$ cat src/hw/rtl/ffsa_pkg.sv
package ffsa_pkg;

    localparam int SLOT_W       = 7;
    localparam int UNPLACED_W   = 16;
    localparam int SLOT_COUNT_W = 8;

    localparam logic [SLOT_COUNT_W-1:0] SLOT_COUNT_RESET = 8'd128;
    localparam logic [UNPLACED_W-1:0]   UNPLACED_MAX     = 16'hFFFF;

    typedef enum logic {
        CMD_LOAD  = 1'b0,
        CMD_PLACE = 1'b1
    } cmd_t;

    typedef struct packed {
        logic                  placed;
        logic [SLOT_W-1:0]     slot;
        logic [UNPLACED_W-1:0] unplaced;
    } result_t;

endpackage

$ cat src/hw/rtl/ffsa_slot_mem.sv
module ffsa_slot_mem #(
    parameter int NUM_SLOTS   = 128,
    parameter int AMOUNT_BITS = 10
) (
    input  logic                                                aclk,
    input  logic                                                wr_en,
    input  logic [((NUM_SLOTS > 1) ? $clog2(NUM_SLOTS) : 1)-1:0] wr_addr,
    input  logic [AMOUNT_BITS:0]                                wr_data,
    input  logic                                                rd_en,
    input  logic [((NUM_SLOTS > 1) ? $clog2(NUM_SLOTS) : 1)-1:0] rd_addr,
    output logic [AMOUNT_BITS:0]                                rd_data
);

    // entry: {taken, capacity}
    logic [AMOUNT_BITS:0] mem [NUM_SLOTS];
    logic [AMOUNT_BITS:0] rd_data_reg;

    always_ff @(posedge aclk) begin
        if (wr_en) begin
            mem[wr_addr] <= wr_data;
        end
    end

    always_ff @(posedge aclk) begin
        if (rd_en) begin
            rd_data_reg <= mem[rd_addr];
        end
    end

    assign rd_data = rd_data_reg;

endmodule

$ cat src/hw/rtl/ffsa_ctrl.sv
module ffsa_ctrl #(
    parameter int NUM_SLOTS   = 128,
    parameter int AMOUNT_BITS = 10
) (
    input  logic                                                aclk,
    input  logic                                                aresetn,
    input  logic [ffsa_pkg::SLOT_COUNT_W-1:0]                   slot_count,
    input  logic                                                s_valid,
    output logic                                                s_ready,
    input  logic                                                s_command,
    input  logic [ffsa_pkg::SLOT_W-1:0]                         s_slot_index,
    input  logic [AMOUNT_BITS-1:0]                              s_amount,
    output logic                                                mem_wr_en,
    output logic [((NUM_SLOTS > 1) ? $clog2(NUM_SLOTS) : 1)-1:0] mem_wr_addr,
    output logic [AMOUNT_BITS:0]                                mem_wr_data,
    output logic                                                mem_rd_en,
    output logic [((NUM_SLOTS > 1) ? $clog2(NUM_SLOTS) : 1)-1:0] mem_rd_addr,
    input  logic [AMOUNT_BITS:0]                                mem_rd_data,
    output logic                                                res_valid,
    input  logic                                                res_ready,
    output ffsa_pkg::result_t                                   res
);

    localparam int ADDR_W = (NUM_SLOTS > 1) ? $clog2(NUM_SLOTS) : 1;
    localparam int CNT_W  = $clog2(NUM_SLOTS + 1);
    localparam int IDX_W  = (CNT_W > ffsa_pkg::SLOT_COUNT_W) ? CNT_W : ffsa_pkg::SLOT_COUNT_W;
    localparam int SW     = (ADDR_W > ffsa_pkg::SLOT_W) ? ADDR_W : ffsa_pkg::SLOT_W;

    typedef enum logic [2:0] {
        S_IDLE = 3'b001,
        S_SCAN = 3'b010,
        S_DONE = 3'b100
    } state_t;

    state_t                            state_reg, state_next;
    ffsa_pkg::cmd_t                    cmd_reg, cmd_next;
    logic [AMOUNT_BITS-1:0]            amt_reg, amt_next;
    logic [CNT_W-1:0]                  limit_reg, limit_next;
    logic [CNT_W-1:0]                  issue_reg, issue_next;
    logic                              pend_valid_reg, pend_valid_next;
    logic [ADDR_W-1:0]                 pend_addr_reg, pend_addr_next;
    logic                              placed_reg, placed_next;
    logic [ffsa_pkg::SLOT_W-1:0]       slot_reg, slot_next;
    logic [ffsa_pkg::UNPLACED_W-1:0]   unplaced_reg, unplaced_next;

    logic [CNT_W-1:0]                  limit_calc;
    logic                              load_in_range;
    logic [SW-1:0]                     idx_wide;
    logic [SW-1:0]                     pend_wide;
    logic [CNT_W-1:0]                  pend_plus1;
    logic [ffsa_pkg::UNPLACED_W-1:0]   unplaced_inc;
    logic                              hit;

    assign limit_calc = (IDX_W'(slot_count) > IDX_W'(NUM_SLOTS)) ? CNT_W'(NUM_SLOTS)
                                                                  : CNT_W'(slot_count);
    assign load_in_range = IDX_W'(s_slot_index) < IDX_W'(NUM_SLOTS);
    assign idx_wide      = SW'(s_slot_index);
    assign pend_wide     = SW'(pend_addr_reg);
    assign pend_plus1    = CNT_W'(pend_addr_reg) + CNT_W'(1);
    assign unplaced_inc  = (unplaced_reg == ffsa_pkg::UNPLACED_MAX) ? unplaced_reg
                                                                    : unplaced_reg + 1'b1;
    assign hit = pend_valid_reg && !mem_rd_data[AMOUNT_BITS]
                 && (amt_reg <= mem_rd_data[AMOUNT_BITS-1:0]);

    always_comb begin
        state_next      = state_reg;
        cmd_next        = cmd_reg;
        amt_next        = amt_reg;
        limit_next      = limit_reg;
        issue_next      = issue_reg;
        pend_valid_next = 1'b0;
        pend_addr_next  = issue_reg[ADDR_W-1:0];
        placed_next     = placed_reg;
        slot_next       = slot_reg;
        unplaced_next   = unplaced_reg;
        s_ready         = 1'b0;
        res_valid       = 1'b0;
        mem_wr_en       = 1'b0;
        mem_wr_addr     = idx_wide[ADDR_W-1:0];
        mem_wr_data     = {1'b0, s_amount};
        mem_rd_en       = 1'b0;
        mem_rd_addr     = issue_reg[ADDR_W-1:0];
        unique case (state_reg)
            S_IDLE: begin
                s_ready = 1'b1;
                if (s_valid) begin
                    cmd_next = ffsa_pkg::cmd_t'(s_command);
                    amt_next = s_amount;
                    if (ffsa_pkg::cmd_t'(s_command) == ffsa_pkg::CMD_LOAD) begin
                        mem_wr_en     = load_in_range;
                        placed_next   = 1'b0;
                        slot_next     = s_slot_index;
                        unplaced_next = '0;
                        state_next    = S_DONE;
                    end else begin
                        limit_next  = limit_calc;
                        issue_next  = '0;
                        placed_next = 1'b0;
                        slot_next   = '0;
                        if (limit_calc == '0) begin
                            unplaced_next = unplaced_inc;
                            state_next    = S_DONE;
                        end else begin
                            state_next = S_SCAN;
                        end
                    end
                end
            end
            S_SCAN: begin
                if (hit) begin
                    mem_wr_en   = 1'b1;
                    mem_wr_addr = pend_addr_reg;
                    mem_wr_data = {1'b1, mem_rd_data[AMOUNT_BITS-1:0]};
                    placed_next = 1'b1;
                    slot_next   = pend_wide[ffsa_pkg::SLOT_W-1:0];
                    state_next  = S_DONE;
                end else if (pend_valid_reg && pend_plus1 == limit_reg) begin
                    unplaced_next = unplaced_inc;
                    state_next    = S_DONE;
                end else if (issue_reg != limit_reg) begin
                    mem_rd_en       = 1'b1;
                    pend_valid_next = 1'b1;
                    issue_next      = issue_reg + 1'b1;
                end
            end
            S_DONE: begin
                res_valid = 1'b1;
                if (res_ready) begin
                    state_next = S_IDLE;
                end
            end
            default: begin
                state_next = S_IDLE;
            end
        endcase
    end

    always_ff @(posedge aclk) begin
        if (!aresetn) begin
            state_reg      <= S_IDLE;
            pend_valid_reg <= 1'b0;
            unplaced_reg   <= '0;
        end else begin
            state_reg      <= state_next;
            pend_valid_reg <= pend_valid_next;
            unplaced_reg   <= unplaced_next;
        end
    end

    always_ff @(posedge aclk) begin
        cmd_reg       <= cmd_next;
        amt_reg       <= amt_next;
        limit_reg     <= limit_next;
        issue_reg     <= issue_next;
        pend_addr_reg <= pend_addr_next;
        placed_reg    <= placed_next;
        slot_reg      <= slot_next;
    end

    assign res.placed   = placed_reg;
    assign res.slot     = slot_reg;
    assign res.unplaced = unplaced_reg;

    a_rd_in_limit: assert property (@(posedge aclk) disable iff (!aresetn)
        mem_rd_en |-> (issue_reg < limit_reg))
        else $error("scan read beyond active slot count");

    a_scan_wr_on_hit: assert property (@(posedge aclk) disable iff (!aresetn)
        (state_reg == S_SCAN && mem_wr_en) |-> (pend_valid_reg && mem_wr_data[AMOUNT_BITS]))
        else $error("scan write without a checked fitting entry");

    a_load_result: assert property (@(posedge aclk) disable iff (!aresetn)
        (state_reg == S_DONE && cmd_reg == ffsa_pkg::CMD_LOAD)
        |-> (unplaced_reg == '0 && !placed_reg))
        else $error("load result must clear counter and report not placed");

endmodule

$ cat src/hw/rtl/first_fit_slot_allocator_top.sv
// First-fit slot allocator.
// Input channel s_*: command 0 loads slot s_slot_index with capacity s_amount
// and frees it; command 1 places a request of size s_amount into the lowest
// free slot below the slot count whose capacity fits.
// Result channel m_*: one item per input item: placed flag, chosen slot
// (or the loaded index) and the saturating unplaced count.
// cfg_wr_en/cfg_wr_data set slot_count (reset 128, clamped to NUM_SLOTS);
// write it only while the block is idle.
// A load writes its table entry on accept and goes straight to the result.
// A place scans from slot 0 up and stops at the first free slot that fits,
// marking it taken, or after the last slot below the slot count (with no
// read at all for slot count zero). The scan reads one slot-table entry per
// cycle through a registered-read memory; a result register drives m_valid.
// Reset clears control state and the counter; the slot table needs no
// clearing since each slot's taken mark is written by its load.
// A stalled m_ready holds the result; one more item is accepted and worked
// on meanwhile, then waits until the result register frees.
module first_fit_slot_allocator_top #(
    parameter int NUM_SLOTS   = 128,
    parameter int AMOUNT_BITS = 10
) (
    input  logic                                    aclk,
    input  logic                                    aresetn,
    input  logic                                    cfg_wr_en,
    input  logic [ffsa_pkg::SLOT_COUNT_W-1:0]       cfg_wr_data,
    input  logic                                    s_valid,
    output logic                                    s_ready,
    input  logic                                    s_command,
    input  logic [ffsa_pkg::SLOT_W-1:0]             s_slot_index,
    input  logic [AMOUNT_BITS-1:0]                  s_amount,
    output logic                                    m_valid,
    input  logic                                    m_ready,
    output logic                                    m_placed,
    output logic [ffsa_pkg::SLOT_W-1:0]             m_chosen_slot,
    output logic [ffsa_pkg::UNPLACED_W-1:0]         m_unplaced_total
);

    localparam int ADDR_W = (NUM_SLOTS > 1) ? $clog2(NUM_SLOTS) : 1;

    logic [ffsa_pkg::SLOT_COUNT_W-1:0] slot_count_reg;
    logic                              out_valid_reg;
    ffsa_pkg::result_t                 out_reg;

    logic                              mem_wr_en;
    logic [ADDR_W-1:0]                 mem_wr_addr;
    logic [AMOUNT_BITS:0]              mem_wr_data;
    logic                              mem_rd_en;
    logic [ADDR_W-1:0]                 mem_rd_addr;
    logic [AMOUNT_BITS:0]              mem_rd_data;
    logic                              res_valid;
    logic                              res_ready;
    ffsa_pkg::result_t                 res;

    assign res_ready = !out_valid_reg || m_ready;

    always_ff @(posedge aclk) begin
        if (!aresetn) begin
            slot_count_reg <= ffsa_pkg::SLOT_COUNT_RESET;
            out_valid_reg  <= 1'b0;
        end else begin
            if (cfg_wr_en) begin
                slot_count_reg <= cfg_wr_data;
            end
            if (res_ready) begin
                out_valid_reg <= res_valid;
            end
        end
    end

    always_ff @(posedge aclk) begin
        if (res_valid && res_ready) begin
            out_reg <= res;
        end
    end

    ffsa_ctrl #(
        .NUM_SLOTS   (NUM_SLOTS),
        .AMOUNT_BITS (AMOUNT_BITS)
    ) u_ctrl (
        .aclk         (aclk),
        .aresetn      (aresetn),
        .slot_count   (slot_count_reg),
        .s_valid      (s_valid),
        .s_ready      (s_ready),
        .s_command    (s_command),
        .s_slot_index (s_slot_index),
        .s_amount     (s_amount),
        .mem_wr_en    (mem_wr_en),
        .mem_wr_addr  (mem_wr_addr),
        .mem_wr_data  (mem_wr_data),
        .mem_rd_en    (mem_rd_en),
        .mem_rd_addr  (mem_rd_addr),
        .mem_rd_data  (mem_rd_data),
        .res_valid    (res_valid),
        .res_ready    (res_ready),
        .res          (res)
    );

    ffsa_slot_mem #(
        .NUM_SLOTS   (NUM_SLOTS),
        .AMOUNT_BITS (AMOUNT_BITS)
    ) u_slot_mem (
        .aclk    (aclk),
        .wr_en   (mem_wr_en),
        .wr_addr (mem_wr_addr),
        .wr_data (mem_wr_data),
        .rd_en   (mem_rd_en),
        .rd_addr (mem_rd_addr),
        .rd_data (mem_rd_data)
    );

    assign m_valid          = out_valid_reg;
    assign m_placed         = out_reg.placed;
    assign m_chosen_slot    = out_reg.slot;
    assign m_unplaced_total = out_reg.unplaced;

endmodule
$ cat config.mk
export PLATFORM = sky130hd
export DESIGN_NAME = first_fit_slot_allocator_top
export DESIGN_NICKNAME = d
export VERILOG_FILES = /design/src/hw/rtl/ffsa_pkg.sv /design/src/hw/rtl/ffsa_slot_mem.sv /design/src/hw/rtl/ffsa_ctrl.sv /design/src/hw/rtl/first_fit_slot_allocator_top.sv
export SDC_FILE = /design/constraint.sdc
export NUM_CORES = 2
export LEC_CHECK = 0
export BUFFER_PORTS_ARGS = -buffer_cell sky130_fd_sc_hd__buf_4
export CAP_MARGIN = 20
export CORE_MARGIN = 3
export CORE_UTILIZATION = 63
export CTS_CLUSTER_DIAMETER = 60
export CTS_CLUSTER_SIZE = 40
export DETAILED_ROUTE_END_ITERATION = 8
export PLACE_DENSITY = 0.79
export SLEW_MARGIN = 20
export SYNTH_ARGS = -nofsm -noshare
export SYNTH_HDL_FRONTEND = slang
export SYNTH_SLANG_ARGS = --single-unit
$ cat constraint.sdc
create_clock -name aclk -period 4.8 [get_ports aclk]
set_input_delay 0 -clock aclk [delete_from_list [all_inputs] [get_ports aclk]]
set_output_delay 0 -clock aclk [all_outputs]
set_load 0.02 [all_outputs]
**Word-level counts from Yosys, hierarchy flattened**

Memories as Yosys holds them, arrays and structs flattened. A register that Yosys moved wholly into a read port is not among the register bits.
Cells that the tools add are included.

- $lt $le $gt $ge: 2
- Reduce and logical (&&, ||, !) cells: 15
- Add/subtract/negate cells: 3
- Equality and inequality tests: 16
- Muxes and demuxes: 44

Operator list:

| cell | count |
|---|---|
| 16-bit 2-to-1 mux | 6 |
| 8-bit 2-to-1 mux | 6 |
| 7-bit 2-to-1 mux | 5 |
| 16-bit case mux with 2 select lines | 1 |
| 11-bit 2-to-1 mux | 2 |
| 3-bit 2-to-1 mux | 6 |
| 16-bit by 1-bit adder with 16-bit output (second input constant) | 1 |
| 16-bit equality test (second input constant) | 1 |
| 8-bit case mux with 2 select lines | 1 |
| 7-bit case mux with 2 select lines | 1 |
| 1-bit 2-to-1 mux | 13 |
| 10-bit <= comparator | 1 |
| 2-bit inequality test (second input constant) | 5 |
| 3-bit case mux with 3 select lines | 1 |
| 3-bit AND reduction | 3 |
| 7-bit by 1-bit adder with 8-bit output (second input constant) | 1 |
| 8-bit by 1-bit adder with 8-bit output (second input constant) | 1 |
| 8-bit equality test | 1 |
| 8-bit > comparator (second input constant) | 1 |
| 8-bit zero test | 1 |
| 8-bit inequality test | 1 |
| 2-bit by 1-bit inequality test with 1-bit output (second input constant) | 3 |
| 6-bit AND reduction | 1 |
| 5-bit AND reduction | 1 |
| other kinds (11) | 16 |

- Memories: 1
- Register bits after elaboration: 94
- Input bits: 31
- Output and inout bits: 26
- Memory bits (writable): 1,408
- Logic and storage cells: 95

Memories:

| name | depth | bits a word | rd ports | clocked after Yosys merged registers in | write ports | RTL line | RTL |
|---|---|---|---|---|---|---|---|
| u_slot_mem.mem | 128 | 11 | 1 | 1 | 1 | ffsa_slot_mem.sv:15 | `logic [AMOUNT_BITS:0] mem [NUM_SLOTS];` |

**Depth between registers and ports, before layout**

- Word-level depth: 7
- Mapped depth: 12
- Gate-level depth less buffers: 10

**By module**

From an unflattened synthesis, not the netlist that was laid out.

- Cell total of the unflattened synthesis: 2,598
- Area, all modules: 59,026.6 sq um

By module, submodules not included:

| module | seq. area each (sq um) | cells each | times used | area an instance (sq um) |
|---|---|---|---|---|
| ffsa_slot_mem | 42,610.9 | 2,178 | 1 | 54,333.4 |
| ffsa_ctrl | 1,561.5 | 366 | 1 | 3,629.7 |
| first_fit_slot_allocator_top | 900.9 | 54 | 1 | 1,063.5 |

**Worst setup path after synthesis**

Ideal clock, no wire load.

- Kind: reg-to-reg
- Start: reg u_slot_mem.rd_data_reg[9], in the netlist u_slot_mem.rd_data[9], read port of u_slot_mem.mem
- End: mem u_slot_mem.mem[80][0] in the netlist's numbering (enable)
- Setup slack: 0.503 ns
- Stages on the path, launching flop included: 12
- Library setup time: 0.396 ns
- Period minus slack after synthesis: 4.297 ns
- Path buffers: 2
- Arrival time: 3.902 ns
- Data required time: 4.404 ns
- Cells stage by stage: edfxtp_1 inv_1 ha_1 a21oi_1 o21ai_0 a2111oi_0 o21ai_1 inv_1 buf_2 buf_2 a21oi_1 nor3b_1

- Cells in the longest elaborated chain, start to end: 6
- Elaborated cells between the ends (all ways): 8
- Classes of those cells: order compare: 1; mux: 6; reduce/logical: 1

Ends and longest elaborated chain:

| what | RTL line | RTL |
|---|---|---|
| start: declaration | ffsa_slot_mem.sv:16 | `logic [AMOUNT_BITS:0] rd_data_reg;` |
| 10-bit <= comparator (*) | ffsa_ctrl.sv:63 | `&& (amt_reg <= mem_rd_data[AMOUNT_BITS-1:0]);` |
| 1-bit logical AND (*) | ffsa_ctrl.sv:63 |  |
| 1-bit 2-to-1 mux | ffsa_ctrl.sv:110 | `if (hit) begin` |
| 1-bit case mux with 2 select lines | ffsa_ctrl.sv:83 | `unique case (state_reg)` |
| 1-bit 2-to-1 mux | ffsa_slot_mem.sv:19 | `if (wr_en) begin` |
| 1-bit 2-to-1 mux (not written as such) | ffsa_slot_mem.sv:20 | `mem[wr_addr] <= wr_data;` |
| end: declaration | ffsa_slot_mem.sv:15 |  |

Mark *: on every way between the ends. The rest lies on a longest branch, timed or not.

**Final worst setup path**

- Start: reg u_slot_mem.rd_data_reg[7], in the netlist u_slot_mem.rd_data[7], read port of u_slot_mem.mem
- End: mem u_slot_mem.mem[16][1] in the netlist's numbering (enable)

Same word-level chain as after synthesis.

==> summary.txt <==
Status
  – Status: completed

Routing
  – Met1 wire length: 51.3 mm
  – DR pass1 iterations: 6
  – WL met2: 68.8 mm
  – DRC Markers: 0
  – Final ANT Viol Nets: 0
  – Vias: 29600
  – Initial DRC count: 4398
  – Met3 wire length: 14.5 mm
  – Vias per Instance: around 7.0
  – DR top layer: met4
  – Final wirelength: 141 mm
  – Average wire per cell in the routed design: approximately 33 um

Timing
  – Slew margin rel.: 22.5%
  – Sum of negative setup slack: 0 ps
  – Unrepaired setup endpoints after global routing: false
  – Fin crit share: 92.9%
  – Worst Skew: 50.5 ps
  – Slew @ Worst Pin: 1160 ps
  – Final worst path period need: between 4000 and 5000 ps
  – Max frequency: around 0.22 GHz
  – Setup violations, final: 0
  – Max Slew Vio Count: 0
  – Hold WS: 55.1 ps
  – Fin. Hold Viols: 0

Cells and area
  – Most common cell after layout, fill and taps aside: edfxtp_1
  – Non-Filler Instances: 4201
  – Fill cells: 5158
  – Share of post-route cells with drive strength above 1: 26.9%
  – Leading cell types in the layout, fill and taps excluded: edfxtp_1, mux4_2, nor2_1
  – Max FFs per register: roughly 1400
  – Final core utilization: 71.1%
  – Area delta synth->final: 10.9%
  – Nets: roughly 2900

Worst setup path
  – Critical Path Fanout Max: 117
  – WS Path Type: reg -> reg
  – Cell Chain, Critical Path: inv_1 -> ha_1 -> a21oi_1 -> o21ai_0 -> a2111oi_0 -> buf_4 -> o21ai_4 -> inv_6 -> buf_12 -> nor4_1 -> a31oi_1 -> nor2_1
  – CP top delay family: compound AO/OA/AOI/OAI gates
  – CP max-delay cell: a31oi_1
  – Data arrival, critical path: 4780 ps
  – Startpoint types: flop
  – Worst Setup End Kind: flop
  – Max stage delay on crit path: 850 ps
  – WP buf/inv: 4
  – Critical Path RT: approximately 5100 ps

Synthesis
  – Syn Inst Count: about 2700
  – Main combinational cell family by area after synthesis: multiplexers
  – YS warnings: 0
  – Synth cell types: 70
  – Yosys reg bits: 1513
  – Post-Synth XOR/XNOR Area: 0.310%
  – Largest cells by area after synthesis: edfxtp_1, mux4_2, mux2i_1
  – Syn Area/Cell: 21.7 sq um
  – EDFF count, synth: 1477
  – Synth Area in Adders: 0.274%
  – Area leader, netlist: edfxtp_1
  – Async set or reset register ratio after synthesis: 0%
  – Synth top area share: 74.8%
  – Syn Nets: 2772
  – Synth Area in Simple Gates: around 2.8%
  – Cell Area, Synth: approximately 59000 sq um
  – Compound-gate portion of the synthesized area: under 10%
  – Sequential element share of the synthesized area: 76.0%
  – Post-synthesis mux area share: 17.4%
  – Main synth FF type: edfxtp_1

Placed design
  – RePlAce Congestion: about 0.9
  – Dpl cells: 3995
  – Hpwl dp: 83.8 mm
  – # port buffers: 56

Clock tree
  – Clock Path Buffers: 3
  – Post-CTS Resized: 0
  – H-tree Lvls: 3
  – Clock slew at reported path FFs: 100 ps
  – CTS Sinks: 1513
  – CTS tree: built
  – CTS Buf Count: 88
  – Clock latency at the later pin of the worst-skew pair: between 700 and 800 ps
  – CTS root buf: clkbuf_16

Power
  – Design Power: roughly 26 mW
  – Leakage power: 20.9 nW
  – Power per cell area: between 300 and 400 nW/um^2
  – Worst vdd ir: 0.471 mV

Floorplan
  – Core area: 92500 sq um
  – Row count: approximately 110
  – Die height: 313 um
  – I/O Pins: 57
  – Die X: 313 um
  – DIE AREA: 97800 sq um
  – Initial Utilization: 64.1%

Global route
  – Remaining Overflow, GRT: 0
  – Largest net degree at the start of global routing: 118
  – Vias in the first global route: 29600
  – Global Route Usage Sum: between 20% and 30%
  – Initial antenna violation count: 1
  – First-pass GRT wire length: 207 mm

Hold path
  – Class of the worst hold path: in -> reg

Flow run
  – Max_cap viols: 0
-- power breakdown --
part	leakage (nW)	internal (mW)	total [mW]	switching (mW)
clock	1.64	4.00	9.06	5.06
sequential	13.9	14.5	14.6	0.0834
combinational	5.33	0.772	1.90	1.13
total	20.9	19.3	25.6	6.28
-- final cells by class --
class	instances	area, sq um	share of cell area, %
inverter	21	83.8	0.128
multi-input combinational	1043	13500	20.6
sequential	1513	45100	68.6
timing repair buffer	216	2070	3.15
clock inverter	74	1180	1.80
clock buffer	90	2250	3.43
tap	1243	1560	2.37
antenna	1	2.50	0.00381
-- synth_stat cells, types with 6 or more instances --
cell type  instances
nand3b_1          11
nor2_1           161
edfxtp_1        1477
o21ai_1           14
clkbuf_1          66
nor4_1            11
nor2b_1           12
o31ai_1            8
nor3b_1            6
a21oi_1           19
a31oi_1           22
nand3_1           20
ha_1              13
inv_1             21
dfxtp_1           36
nand2_1           51
and2_1             6
xnor2_1           14
o22ai_1           14
o31a_1            12
o221ai_1          11
mux2_2            11
buf_4             14
nand4_1            9
mux4_2           418
o21ai_0           20
nand2b_1           8
nor3_1            24
xor2_1             7
buf_2             46
buf_1             20
mux2i_1           80
-- kinds of logic (layout without fill, tap and decap cells) --
family | count (synthesis) | count (layout)
DFF | 1513 | 1513
muxes | 509 | 509
and+or+nand+nor | 346 | 346
buffers and inverters | 172 | 401
AOI/OAI and AO/OA | 154 | 154
xor gates and xnor gates | 21 | 21
adders and majority gates | 13 | 13
other | 0 | 1
-- per-layer routing --
metal | global-route usage [%] | up-vias
met3 | 5.23 | 327
li1 | - | 11700
met4 | 10.9 | 0
met1 | 42.2 | 15400
met2 | 46.2 | 2050
met5 | 0 | -
-- path summary, 6_finish.rpt --
check                                  startpoint                               to  slack, ps  depth (start not counted)
setup / recovery  u_slot_mem.rd_data[7]$_DFFE_PP_  u_slot_mem.mem[16][1]$_DFFE_PP_        340                         12
hold / removal                        s_amount[4]      u_ctrl.amt_reg[4]$_DFFE_PP_         60                          2
setup reg to reg  u_slot_mem.rd_data[7]$_DFFE_PP_  u_slot_mem.mem[16][1]$_DFFE_PP_        340                         12
hold reg to reg      u_ctrl.slot_reg[5]$_DFFE_PP_       m_chosen_slot[5]$_DFFE_PP_        450                          0
-- repair_timing --
action	in CTS	in global routing
setup buffers	0	0
hold buffers	39	0
endpoints found under the hold margin	44	0
-- worst register-to-register path: cells and delay by family (launching register included) --
family | cells | cell delay (ps)
fa+ha+maj | 1 | 310
flops | 1 | 360
simple gates | 2 | 690
compound gates | 5 | 1900
buf+inv | 4 | 830
-- per-stage QoR --
| stage | area, sq um | worst slack (ps) |
|---|---|---|
| after floorplan | 59300 | 503 |
| after global placement | 61900 | 726 |
| after detailed placement | 61900 | 485 |
| after CTS | 65700 | 429 |
| after global routing | 65700 | 150 |
| final | 65700 | 340 |
Power figures use the tool's default switching activity.
